[config.mk]
export PLATFORM = sky130hd
export DESIGN_NAME = panel_input_debounce_and_rotary_decode
export DESIGN_NICKNAME = d
export VERILOG_FILES = /design/src/pidrd_pkg.sv /design/src/pidrd_debounce.sv /design/src/pidrd_rotary.sv /design/src/panel_input_debounce_and_rotary_decode.sv
export VERILOG_INCLUDE_DIRS = /design/src /design/src/src
export SDC_FILE = /design/constraint.sdc
export NUM_CORES = 2
export LEC_CHECK = 0
export BUFFER_PORTS_ARGS = -buffer_cell sky130_fd_sc_hd__buf_2
export CAP_MARGIN = 10
export CORE_MARGIN = 1
export CORE_UTILIZATION = 42
export CTS_BUF_LIST = sky130_fd_sc_hd__clkbuf_4
export DETAILED_ROUTE_END_ITERATION = 10
export PLACE_DENSITY = 0.63
export SKIP_CTS_REPAIR_TIMING = 1
export SLEW_MARGIN = 40
export SYNTH_ARGS = -nofsm -noshare
export SYNTH_HDL_FRONTEND = slang
export SYNTH_SLANG_ARGS = --single-unit
[constraint.sdc]
create_clock -name clk_i -period 20.9 [get_ports clk_i]
set_input_delay 1.045 -clock clk_i [delete_from_list [all_inputs] [get_ports clk_i]]
set_output_delay 1.045 -clock clk_i [all_outputs]
set_load 0.005 [all_outputs]
[src/panel_input_debounce_and_rotary_decode_macros.svh]
// assertion macros for the panel input debounce and rotary decode block
// expects clk_i and rst_ni in the scope where a macro is used
`ifndef PANEL_INPUT_DEBOUNCE_AND_ROTARY_DECODE_MACROS_SVH
`define PANEL_INPUT_DEBOUNCE_AND_ROTARY_DECODE_MACROS_SVH

// same-cycle implication
`define PIDRD_ASSERT_NOW(lbl, ante, cons, msg) \
  lbl: assert property (@(posedge clk_i) disable iff (!rst_ni) (ante) |-> (cons)) \
    else $error(msg);

// next-cycle implication
`define PIDRD_ASSERT_NEXT(lbl, ante, cons, msg) \
  lbl: assert property (@(posedge clk_i) disable iff (!rst_ni) (ante) |=> (cons)) \
    else $error(msg);

`endif

[src/pidrd_pkg.sv]
// types and constants shared by the panel debounce and rotary decode modules
// no dependencies
`default_nettype none

package pidrd_pkg;

  localparam int unsigned TimeW      = 32;
  localparam int unsigned MsW        = 16;
  localparam int unsigned BtnW       = 6;
  localparam int unsigned InnerW     = 4;
  localparam int unsigned ToggleW    = 4;
  localparam int unsigned RotW       = 7;
  localparam int unsigned PosW       = 3;
  localparam int unsigned GroupMax   = 8;
  localparam int unsigned CfgIdxW    = 2;

  localparam logic [PosW-1:0] PosInvalid      = 3'd7;
  localparam logic [MsW-1:0]  DebounceReset   = 16'd20;
  localparam logic [MsW-1:0]  RotFaultReset   = 16'd100;

  typedef enum logic [CfgIdxW-1:0] {
    CFG_DEBOUNCE_MS  = 2'd0,
    CFG_ROT_ALARM_MS = 2'd1
  } cfg_reg_e;

  typedef enum logic {
    REQ_POLL = 1'b0,
    REQ_SEED = 1'b1
  } req_type_e;

  // per-beat control from the pipeline to the state units
  typedef struct packed {
    logic step;
    logic seed;
  } pidrd_ctl_t;

endpackage

`default_nettype wire

[src/pidrd_debounce.sv]
// bank of per-line switch debouncers with dwell timers
// depends on pidrd_pkg
`default_nettype none

module pidrd_debounce #(
  parameter int unsigned Lines = 15
) (
  input  wire                         clk_i,
  input  wire                         rst_ni,
  input  wire pidrd_pkg::pidrd_ctl_t  ctl_i,
  input  wire [Lines-1:0]             raw_i,
  input  wire [pidrd_pkg::TimeW-1:0]  now_i,
  input  wire [pidrd_pkg::MsW-1:0]    debounce_ms_i,
  output logic [Lines-1:0]            stable_o
);
  import pidrd_pkg::*;

  logic [Lines-1:0] stable_q, stable_d;
  logic [Lines-1:0] cand_q, cand_d;
  logic [TimeW-1:0] chg_time_q [Lines];
  logic [TimeW-1:0] chg_time_d [Lines];
  logic [TimeW-1:0] elapsed    [Lines];

  always_comb begin
    stable_d = stable_q;
    cand_d   = cand_q;
    for (int k = 0; k < int'(Lines); k++) begin
      chg_time_d[k] = chg_time_q[k];
      elapsed[k]    = now_i - chg_time_q[k];
      if (ctl_i.seed) begin
        stable_d[k]   = raw_i[k];
        cand_d[k]     = raw_i[k];
        chg_time_d[k] = '0;
      end else if (cand_q[k] != raw_i[k]) begin
        // change restarts the dwell
        cand_d[k]     = raw_i[k];
        chg_time_d[k] = now_i;
      end else if (stable_q[k] != raw_i[k] &&
                   elapsed[k] >= TimeW'(debounce_ms_i)) begin
        stable_d[k] = raw_i[k];
      end
    end
  end

  always_ff @(posedge clk_i or negedge rst_ni) begin
    if (!rst_ni) begin
      stable_q <= '0;
      cand_q   <= '0;
      for (int k = 0; k < int'(Lines); k++) chg_time_q[k] <= '0;
    end else if (ctl_i.step) begin
      stable_q <= stable_d;
      cand_q   <= cand_d;
      for (int k = 0; k < int'(Lines); k++) chg_time_q[k] <= chg_time_d[k];
    end
  end

  assign stable_o = stable_q;

endmodule

`default_nettype wire

[src/pidrd_rotary.sv]
// rotary switch position decoder with timed fault detection
// depends on pidrd_pkg
`default_nettype none

module pidrd_rotary #(
  parameter int unsigned Positions = 7
) (
  input  wire                         clk_i,
  input  wire                         rst_ni,
  input  wire pidrd_pkg::pidrd_ctl_t  ctl_i,
  input  wire [pidrd_pkg::RotW-1:0]   lines_i,
  input  wire [pidrd_pkg::TimeW-1:0]  now_i,
  input  wire [pidrd_pkg::MsW-1:0]    fault_ms_i,
  output logic [pidrd_pkg::PosW-1:0]  position_o,
  output logic                        fault_o
);
  import pidrd_pkg::*;

  localparam logic [RotW-1:0] UsedMask = RotW'((1 << Positions) - 1);

  logic [PosW-1:0]  pos_q, pos_d;
  logic             bad_q, bad_d;
  logic [TimeW-1:0] start_q, start_d;
  logic             fault_q, fault_d;

  logic [RotW-1:0]  used;
  logic [PosW-1:0]  idx;
  logic             single, pair, good;
  logic [TimeW-1:0] elapsed;

  always_comb begin
    used = lines_i & UsedMask;
    idx  = '0;
    pair = 1'b0;
    for (int k = 0; k < int'(Positions); k++) begin
      if (used[k]) idx = idx | PosW'(k);
    end
    for (int k = 0; k + 1 < int'(Positions); k++) begin
      if (used == RotW'(3 << k)) pair = 1'b1;
    end
    single = $onehot(used);
    good   = single || pair;

    pos_d   = pos_q;
    fault_d = fault_q;
    bad_d   = !good;
    start_d = (!good && !bad_q) ? now_i : start_q;
    if (single) pos_d = idx;
    elapsed = now_i - start_d;
    if (bad_d && elapsed >= TimeW'(fault_ms_i)) begin
      fault_d = 1'b1;
      pos_d   = PosInvalid;
    end else if (!bad_d) begin
      fault_d = 1'b0;
    end
  end

  // a seed beat leaves the decoder untouched
  always_ff @(posedge clk_i or negedge rst_ni) begin
    if (!rst_ni) begin
      pos_q   <= PosInvalid;
      bad_q   <= 1'b0;
      start_q <= '0;
      fault_q <= 1'b0;
    end else if (ctl_i.step && !ctl_i.seed) begin
      pos_q   <= pos_d;
      bad_q   <= bad_d;
      start_q <= start_d;
      fault_q <= fault_d;
    end
  end

  assign position_o = pos_q;
  assign fault_o    = fault_q;

endmodule

`default_nettype wire

[src/panel_input_debounce_and_rotary_decode.sv]
// throughput: a beat waits in the input register while the result is stalled,
// else one beat per cycle; the per-line debounce compares and the rotary
// decode form a single pass between the input register and the state registers
// reset: levels cleared, rotary position invalid (7), alarm cleared,
// debounce time 20 ms and rotary alarm time 100 ms
`default_nettype none
`include "panel_input_debounce_and_rotary_decode_macros.svh"

module panel_input_debounce_and_rotary_decode #(
  parameter int unsigned FRONT_BUTTONS    = 6,
  parameter int unsigned INNER_BUTTONS    = 4,
  parameter int unsigned TOGGLES          = 4,
  parameter int unsigned ROTARY_POSITIONS = 7
) (
  input  wire                           clk_i,
  input  wire                           rst_ni,
  // config write channel
  input  wire                           cfg_valid_i,
  output logic                          cfg_ready_o,
  input  wire [pidrd_pkg::CfgIdxW-1:0]  cfg_index_i,
  input  wire [pidrd_pkg::MsW-1:0]      cfg_data_i,
  // input channel
  input  wire                           in_valid_i,
  output logic                          in_stall_o,
  input  wire                           req_type_i,
  input  wire [pidrd_pkg::TimeW-1:0]    now_ms_i,
  input  wire                           enc_button_raw_i,
  input  wire [pidrd_pkg::BtnW-1:0]     buttons_raw_i,
  input  wire [pidrd_pkg::InnerW-1:0]   inner_buttons_raw_i,
  input  wire [pidrd_pkg::ToggleW-1:0]  toggles_raw_i,
  input  wire [pidrd_pkg::RotW-1:0]     rotary_lines_i,
  // result channel
  output logic                          out_valid_o,
  input  wire                           out_stall_i,
  output logic                          enc_button_level_o,
  output logic [pidrd_pkg::BtnW-1:0]    button_levels_o,
  output logic [pidrd_pkg::InnerW-1:0]  inner_button_levels_o,
  output logic [pidrd_pkg::ToggleW-1:0] toggle_levels_o,
  output logic [pidrd_pkg::PosW-1:0]    rotary_position_o,
  output logic                          rotary_alarm_o,
  output logic [pidrd_pkg::RotW-1:0]    rotary_echo_o
);
  import pidrd_pkg::*;

  localparam int unsigned OfsFront  = 1;
  localparam int unsigned OfsInner  = 1 + FRONT_BUTTONS;
  localparam int unsigned OfsToggle = 1 + FRONT_BUTTONS + INNER_BUTTONS;
  localparam int unsigned Lines     = 1 + FRONT_BUTTONS + INNER_BUTTONS + TOGGLES;

  // configuration registers
  logic [MsW-1:0] debounce_ms_q, rot_fault_ms_q;

  assign cfg_ready_o = 1'b1;

  always_ff @(posedge clk_i or negedge rst_ni) begin
    if (!rst_ni) begin
      debounce_ms_q  <= DebounceReset;
      rot_fault_ms_q <= RotFaultReset;
    end else if (cfg_valid_i && cfg_ready_o) begin
      case (cfg_reg_e'(cfg_index_i))
        CFG_DEBOUNCE_MS:  debounce_ms_q  <= cfg_data_i;
        CFG_ROT_ALARM_MS: rot_fault_ms_q <= cfg_data_i;
        default: ;
      endcase
    end
  end

  // input register
  logic              in_valid_q;
  logic              req_type_q;
  logic [TimeW-1:0]  now_q;
  logic              enc_q;
  logic [BtnW-1:0]   btn_q;
  logic [InnerW-1:0] inner_q;
  logic [ToggleW-1:0] tog_q;
  logic [RotW-1:0]   rot_q;

  logic out_valid_q, out_valid_d;
  logic in_accept, fire;

  assign fire       = in_valid_q && (!out_valid_q || !out_stall_i);
  assign in_stall_o = in_valid_q && out_valid_q && out_stall_i;
  assign in_accept  = in_valid_i && !in_stall_o;

  always_ff @(posedge clk_i or negedge rst_ni) begin
    if (!rst_ni) begin
      in_valid_q <= 1'b0;
    end else if (in_accept) begin
      in_valid_q <= 1'b1;
    end else if (fire) begin
      in_valid_q <= 1'b0;
    end
  end

  always_ff @(posedge clk_i) begin
    if (in_accept) begin
      req_type_q <= req_type_i;
      now_q      <= now_ms_i;
      enc_q      <= enc_button_raw_i;
      btn_q      <= buttons_raw_i;
      inner_q    <= inner_buttons_raw_i;
      tog_q      <= toggles_raw_i;
      rot_q      <= rotary_lines_i;
    end
  end

  // pack the switch lines, bits past a group's count are dropped
  logic [GroupMax-1:0] btn_ext, inner_ext, tog_ext;
  logic [Lines-1:0]    raw_lines;

  always_comb begin
    btn_ext   = GroupMax'(btn_q);
    inner_ext = GroupMax'(inner_q);
    tog_ext   = GroupMax'(tog_q);
    raw_lines = '0;
    raw_lines[0] = enc_q;
    raw_lines[OfsFront  +: FRONT_BUTTONS] = btn_ext[FRONT_BUTTONS-1:0];
    raw_lines[OfsInner  +: INNER_BUTTONS] = inner_ext[INNER_BUTTONS-1:0];
    raw_lines[OfsToggle +: TOGGLES]       = tog_ext[TOGGLES-1:0];
  end

  pidrd_ctl_t ctl;
  assign ctl.step = fire;
  assign ctl.seed = (req_type_e'(req_type_q) == REQ_SEED);

  logic [Lines-1:0] stable;

  pidrd_debounce #(
    .Lines (Lines)
  ) u_debounce (
    .clk_i         (clk_i),
    .rst_ni        (rst_ni),
    .ctl_i         (ctl),
    .raw_i         (raw_lines),
    .now_i         (now_q),
    .debounce_ms_i (debounce_ms_q),
    .stable_o      (stable)
  );

  pidrd_rotary #(
    .Positions (ROTARY_POSITIONS)
  ) u_rotary (
    .clk_i      (clk_i),
    .rst_ni     (rst_ni),
    .ctl_i      (ctl),
    .lines_i    (rot_q),
    .now_i      (now_q),
    .fault_ms_i (rot_fault_ms_q),
    .position_o (rotary_position_o),
    .fault_o    (rotary_alarm_o)
  );

  // result register: the state units hold levels, position and fault,
  // only the echo needs its own copy
  logic [RotW-1:0] echo_q;

  always_comb begin
    out_valid_d = out_valid_q && out_stall_i;
    if (fire) out_valid_d = 1'b1;
  end

  always_ff @(posedge clk_i or negedge rst_ni) begin
    if (!rst_ni) begin
      out_valid_q <= 1'b0;
    end else begin
      out_valid_q <= out_valid_d;
    end
  end

  always_ff @(posedge clk_i) begin
    if (fire) echo_q <= rot_q;
  end

  logic [GroupMax-1:0] btn_lvl, inner_lvl, tog_lvl;

  assign btn_lvl   = GroupMax'(stable[OfsFront  +: FRONT_BUTTONS]);
  assign inner_lvl = GroupMax'(stable[OfsInner  +: INNER_BUTTONS]);
  assign tog_lvl   = GroupMax'(stable[OfsToggle +: TOGGLES]);

  assign out_valid_o           = out_valid_q;
  assign enc_button_level_o    = stable[0];
  assign button_levels_o       = btn_lvl[BtnW-1:0];
  assign inner_button_levels_o = inner_lvl[InnerW-1:0];
  assign toggle_levels_o       = tog_lvl[ToggleW-1:0];
  assign rotary_echo_o         = echo_q;

  `PIDRD_ASSERT_NOW(a_fault_forces_invalid, rotary_alarm_o,
                    rotary_position_o == PosInvalid,
                    "rotary fault without invalid position")
  `PIDRD_ASSERT_NOW(a_stall_only_when_blocked, in_stall_o,
                    out_valid_o && out_stall_i && in_valid_q,
                    "input stalled while result path is free")
  `PIDRD_ASSERT_NEXT(a_result_drains, out_valid_o && !out_stall_i && !fire,
                     !out_valid_o,
                     "taken result beat still shown")

endmodule

`default_nettype wire

; ---- Word-level counts from Yosys, hierarchy flattened
; Index checks and enable logic that the tools add are counted.
[word_totals]
register_bits = 643
in_bits = 78
out_inout_bits = 29
wordCells = 376
[classes]
addsub = 22
n_lt_le_gt_ge = 16
n_eq_ne = 53
mux = 125
n_reduce_logical = 99
[op_table]
columns = cell, count
row1 = 32-bit 2-to-1 mux, 31
row2 = 32-bit by 16-bit greater-or-equal comparator with 1-bit output, 16
row3 = 32-bit subtractor, 16
row4 = 1-bit 2-to-1 mux, 87
row5 = 2-bit nonzero test, 33
row6 = 3-bit AND reduction, 15
row7 = 2-bit AND reduction, 19
row8 = 1-bit != test, 30
row9 = "2-bit != test, second input constant", 15
row10 = 1-bit logical AND, 23
row11 = 3-bit 2-to-1 mux, 5
row12 = "7-bit by 2-bit == test with 1-bit output, second input constant", 1
row13 = "7-bit by 3-bit == test with 1-bit output, second input constant", 1
row14 = "7-bit by 4-bit == test with 1-bit output, second input constant", 1
row15 = "7-bit by 5-bit == test with 1-bit output, second input constant", 1
row16 = "7-bit by 6-bit == test with 1-bit output, second input constant", 1
row17 = "7-bit == test, second input constant", 1
row18 = 1-bit by 1-bit adder with 2-bit output, 3
row19 = 3-bit adder, 2
row20 = 1-bit zero test, 6
row21 = 2-bit 2-to-1 mux, 2
row22 = 3-bit by 1-bit adder with 3-bit output, 1
row23 = "3-bit by 1-bit == test with 1-bit output, second input constant", 1
row24 = "2-bit by 1-bit == test with 1-bit output, second input constant", 1
row25 = other kinds (2), 3

; ---- Longest topological paths before layout
[logic_depth]
ltp_word = 16
ltp_mapped = 37
mapped_depth_nobuf = 35

; ---- Modules after synthesis
; From an unflattened synthesis, not the netlist that was laid out.
[hier_totals]
cells_unflattened = 7343
hier_area_um2 = 59389.5
[by_module_without_submodules]
columns = module, instances, cells_per_inst, area_each_um2, seq_area_each_um2
row1 = pidrd_debounce, 1, 6653, 51728.4, 12762.2
row2 = pidrd_rotary, 1, 550, 4483.0, 929.6
row3 = panel_input_debounce_and_rotary_decode, 1, 140, 3178.0, 2718.9

; ---- Least setup slack after synthesis
; Ideal clock, no wire load.
[synth_path]
path_kind = reg2reg
from = register rot_q[3]
to = register u_rotary.fault_q, in the netlist u_rotary.fault_o
setup_time_ns = 0.147
arrival_time_ns = 7.475
required_ns = 20.753
slack_ns = 13.278
path_stages_with_launch = 36
n_path_buf = 2
synth_period_minus_slack_ns = 7.622
cell_sequence = edfxtp_1 inv_1 ha_1 inv_1 fa_1 inv_1 ha_1 fa_1 xnor2_1 o32ai_1 or3_1 clkbuf_1 clkbuf_1 mux2i_1 ha_1 nor2b_1 o21ai_0 a21oi_1 o21ai_1 and3_1 o31ai_1 mux2_2 a221o_1 a21oi_1 xnor2_1 ha_1 a211oi_1 nor2_1 nor3_1 nand4_1 nor4_1 nand4_1 a2111oi_0 nand4_1 nor4_1 a21oi_1
[synth_between]
elab_chain_len = 16
word_cells_on_any_way = 26
cone_classes = add/sub (4) / order compare (1) / eq/ne (7) / mux (8) / reduce/logical (6)
[synth_rtl]
columns = element, line_no
row1 = from (decl), panel_input_debounce_and_rotary_decode.sv:76  ; logic [RotW-1:0] rot_q;
row2 = from (signal assigned), panel_input_debounce_and_rotary_decode.sv:103  ; rot_q <= rotary_lines_i;
row3 = "parallel branches: the longest is 7 deep, another holds 3-bit adder", n/a
row4 = 1-bit logical OR *, pidrd_rotary.sv:42  ; good = single || pair;
row5 = 1-bit zero test, "pidrd_rotary.sv:46, pidrd_rotary.sv:47"
row6 = 1-bit logical AND, pidrd_rotary.sv:47  ; start_d = (!good && !bad_q) ? now_i : start_q;
row7 = 32-bit 2-to-1 mux, pidrd_rotary.sv:47
row8 = 32-bit subtractor, pidrd_rotary.sv:49  ; elapsed = now_i - start_d;
row9 = 32-bit by 16-bit greater-or-equal comparator with 1-bit output, pidrd_rotary.sv:50  ; if (bad_d && elapsed >= TimeW'(fault_ms_i)) begin
row10 = 1-bit logical AND, pidrd_rotary.sv:50
row11 = 2-bit nonzero test (no line), n/a
row12 = 2-bit AND reduction (no line), n/a
row13 = to (signal assigned), pidrd_rotary.sv:69  ; fault_q <= fault_d;
row14 = to (decl), pidrd_rotary.sv:24  ; logic fault_q, fault_d;
; Mark *: on every way between the ends.
; A chain may end at the register's enable or synchronous reset.

; ---- Worst setup path in the final report
[layout_path]
from = register rot_q[1]
to = register u_rotary.fault_q, in the netlist u_rotary.fault_o
; Same word-level chain as after synthesis.

==> results.cfg <==
[min_path]
holdPathEnd = debounce_ms_q[4]
min_path_cells = 3
worstHoldPathType = input pin to flop
hp-start = cfg_data_i[4]

[cts]
cts_tree = yes
clock_path_buffers = 3
clock_latency_ns = 1.27
clkSinkCount = 643
clk_pin_slew_ns = 0.08
htreeDepth = 4
cts_root_buf = clkbuf_4
numCtsBuffers = 192

[logic_synthesis]
synth_cell_types = 99
synth_area_leaders = dfrtp_1 (25%), ha_1 (16%), o21ai_0 (6.8%), nand2_1 (5.8%), inv_1 (4.5%)
synth_cells = 7223
ys_top_cells_by_count = nand2_1 (895), o21ai_0 (787), ha_1 (762), inv_1 (694), dfrtp_1 (573)
ys.warnings.count = 0
synth_seq_cells = 643
synth_nets = 8082
synthMostInstantiatedCell = nand2_1
synthArstFlopShare = 0.9036
synth-edff-count = 62
synth_top_area_share = 0.2463
syn_avg_cell_area_um2 = 8.059
syn_area_um2 = 58210
synth_flop_cell = dfrtp_1
yosysTopAreaCell = dfrtp_1
yosysSeqAreaShare = 0.2819

[timing]
setup_viol = 0
tns_ns = 0
period_needed_ns = 9.126
finClkSkew_ns = 0.09465
tightest_slew_ns = 0.9456
rsz0062_at_grt = no
relSlewSlack = 0.3696
fin_crit_sh = 0.4366
drv_slew = 0
hold_viol_final = 0
fmax_mhz = 109.6

[placed_design]
port_buffers = 105
place_congestion = 0.9220
hpwl_mm = 141.2
dp_cells = 8987

[critical_path]
crit-reg2reg-launch = rot_q[1]
worstPathArrival_ns = 10.24
cp.required_ns = 22.01
r2r_end = u_rotary.fault_o
worst_path_most_repeated_cell = ha_1
reg2reg_slack_ns = 11.77
start_kind = flop
crit_fanout = 34
crit_path_top_delay_cell = nor4_1
end_kind = flop
r2r.worst_path.cells = 34
crit_type = flop to flop
cp_slowest_stage_delay_ns = 0.72

[global_routing]
overflow = 0
grt_max_degree = 97
antenna_found_initial = 21
grt_pass1_vias = 51140
grt_use_total = 0.2851
grt_pass1_wl_mm = 305.2

[floorplan]
rows = 136
start_util = 0.4234
die_x_um = 374.3
die-area_um2 = 140100
core-area_um2 = 137500
fp.dieH_um = 374.3
ioPinCount = 107

[drt]
avgRoutedWirePerCell_um = 21.71
first_pass_iters = 8
dr.first_iter.drc_count = 4536
via_count = 54950
routed_wl_mm = 204.5
drc = 0
vias_per_cell = 5.833
ant_nets = 0

[run]
max_cap_viol_count = 0

[pwr]
p_per_area_nw_per_um2 = 102.1
total_power_mw = 6.581
power_leakage_nw = 28.95
vdd_ir_drop_max_uv = 54.34

[run_status]
status = complete, no violations

[finish]
nets = 8310
final_core_util = 0.4687
syn2layout_area_growth_pct = 10.71
fin_cells = 9421
drive_above_1_share = 0.08565
[per-layer routing]
metal / global-route usage / wire [um]
met5: 0 / 0
met1: 0.3643 / 87020
met4: 0.1367 / 10190
met3: 0.04514 / 13300
met2: 0.4680 / 94020
[worst max-delay path, delay by kind of cell (launching register included)]
kind	cells	cell delay [ns]
multiplexers	2	0.66
XOR/XNOR	2	0.30
adder cells (fa/ha/maj)	6	1.86
AO/OA/AOI/OAI	10	2.80
flip-flops	1	0.41
buffers and inverters	4	0.63
AND/OR/NAND/NOR	10	2.28
[power breakdown]
part	internal (mW)	total, mW	leakage (nW)	switching (mW)
Sequential	1.50	1.64	8.09	0.136
Clock	0.629	1.27	1.48	0.636
Combinational	1.46	3.68	19.4	2.22
Total	3.59	6.58	28.9	2.99
[state kept, by name, indices dropped and copies added, names as in the netlist, 3 cells and up]
register and count:
btn_q 6, debounce_ms_q 16, inner_q 4, now_q 32, rot_fault_ms_q 16, rot_q 7, rotary_echo_o 7, tog_q 4
u_debounce.cand_q 15, u_debounce.chg_time_q 480, u_debounce.stable_o 15, u_rotary.position_o 3, u_rotary.start_q 32
[kinds of logic after synthesis]
kind of cell | share of synthesized area
AO/OA/AOI/OAI | 0.2520
AND/OR/NAND/NOR | 0.1707
buffers and inverters | 0.05999
adder cells (fa/ha/maj) | 0.1705
flip-flops | 0.2819
XOR/XNOR | 0.04393
multiplexers | 0.02096
other | 0.00006442
[metrics by stage]
stage               setup slack (ns)  hold WS (ns)  area [um^2]
floorplan                      13.28        0.4492        58210
global route                   11.34      -0.01969        64430
finish                         11.77       0.06324        64440
detailed placement             11.83        0.4697        61250
global placement               11.75        0.4619        61080
CTS                            11.84       -0.2445        63720
[area by class of cell]
type	count	area (um^2)
Timing Repair Buffer	265	2001
Tap cell	1794	2245
Inverter	697	2620
Sequential cell	643	16410
Clock buffer	278	2087
Multi-Input combinational cell	5652	38660
Clock inverter	77	381.6
Antenna cell	15	37.54
Fill cell	13730	73050
[placed cells by master (no fill, tap or decap), drive strengths merged, types with 38 or more instances in the layout]
cell and instances:
nand2 895, o21ai 879, ha 762, inv 703, dfrtp 573, a21oi 495
nor2 382, clkbuf 278, buf 203, a21o 193, xnor2 167, nor3 148
nand2b 126, xor2 125, nand3 110, o21a 98, a211oi 87, nor2b 86
nand4 84, mux2i 78, clkinv 69, and3 66, edfxtp 62, dlygate4sd3 62
o211ai 55, o21bai 55, a31oi 53, a2111oi 46, mux2 39, o31ai 38
[how the worst max path moves through the flow]
stage	start	end	slack (ns)
finish	rot_q[1]	u_rotary.fault_o	11.77
CTS	rot_q[1]	u_rotary.fault_o	11.84
global route	rot_q[2]	u_rotary.fault_o	11.34
floorplan	rot_q[3]	u_rotary.fault_o	13.28
global placement	rot_q[3]	u_rotary.fault_o	11.75
detailed placement	rot_q[3]	u_rotary.fault_o	11.83
Note: power is estimated with default switching activity, not from simulation.
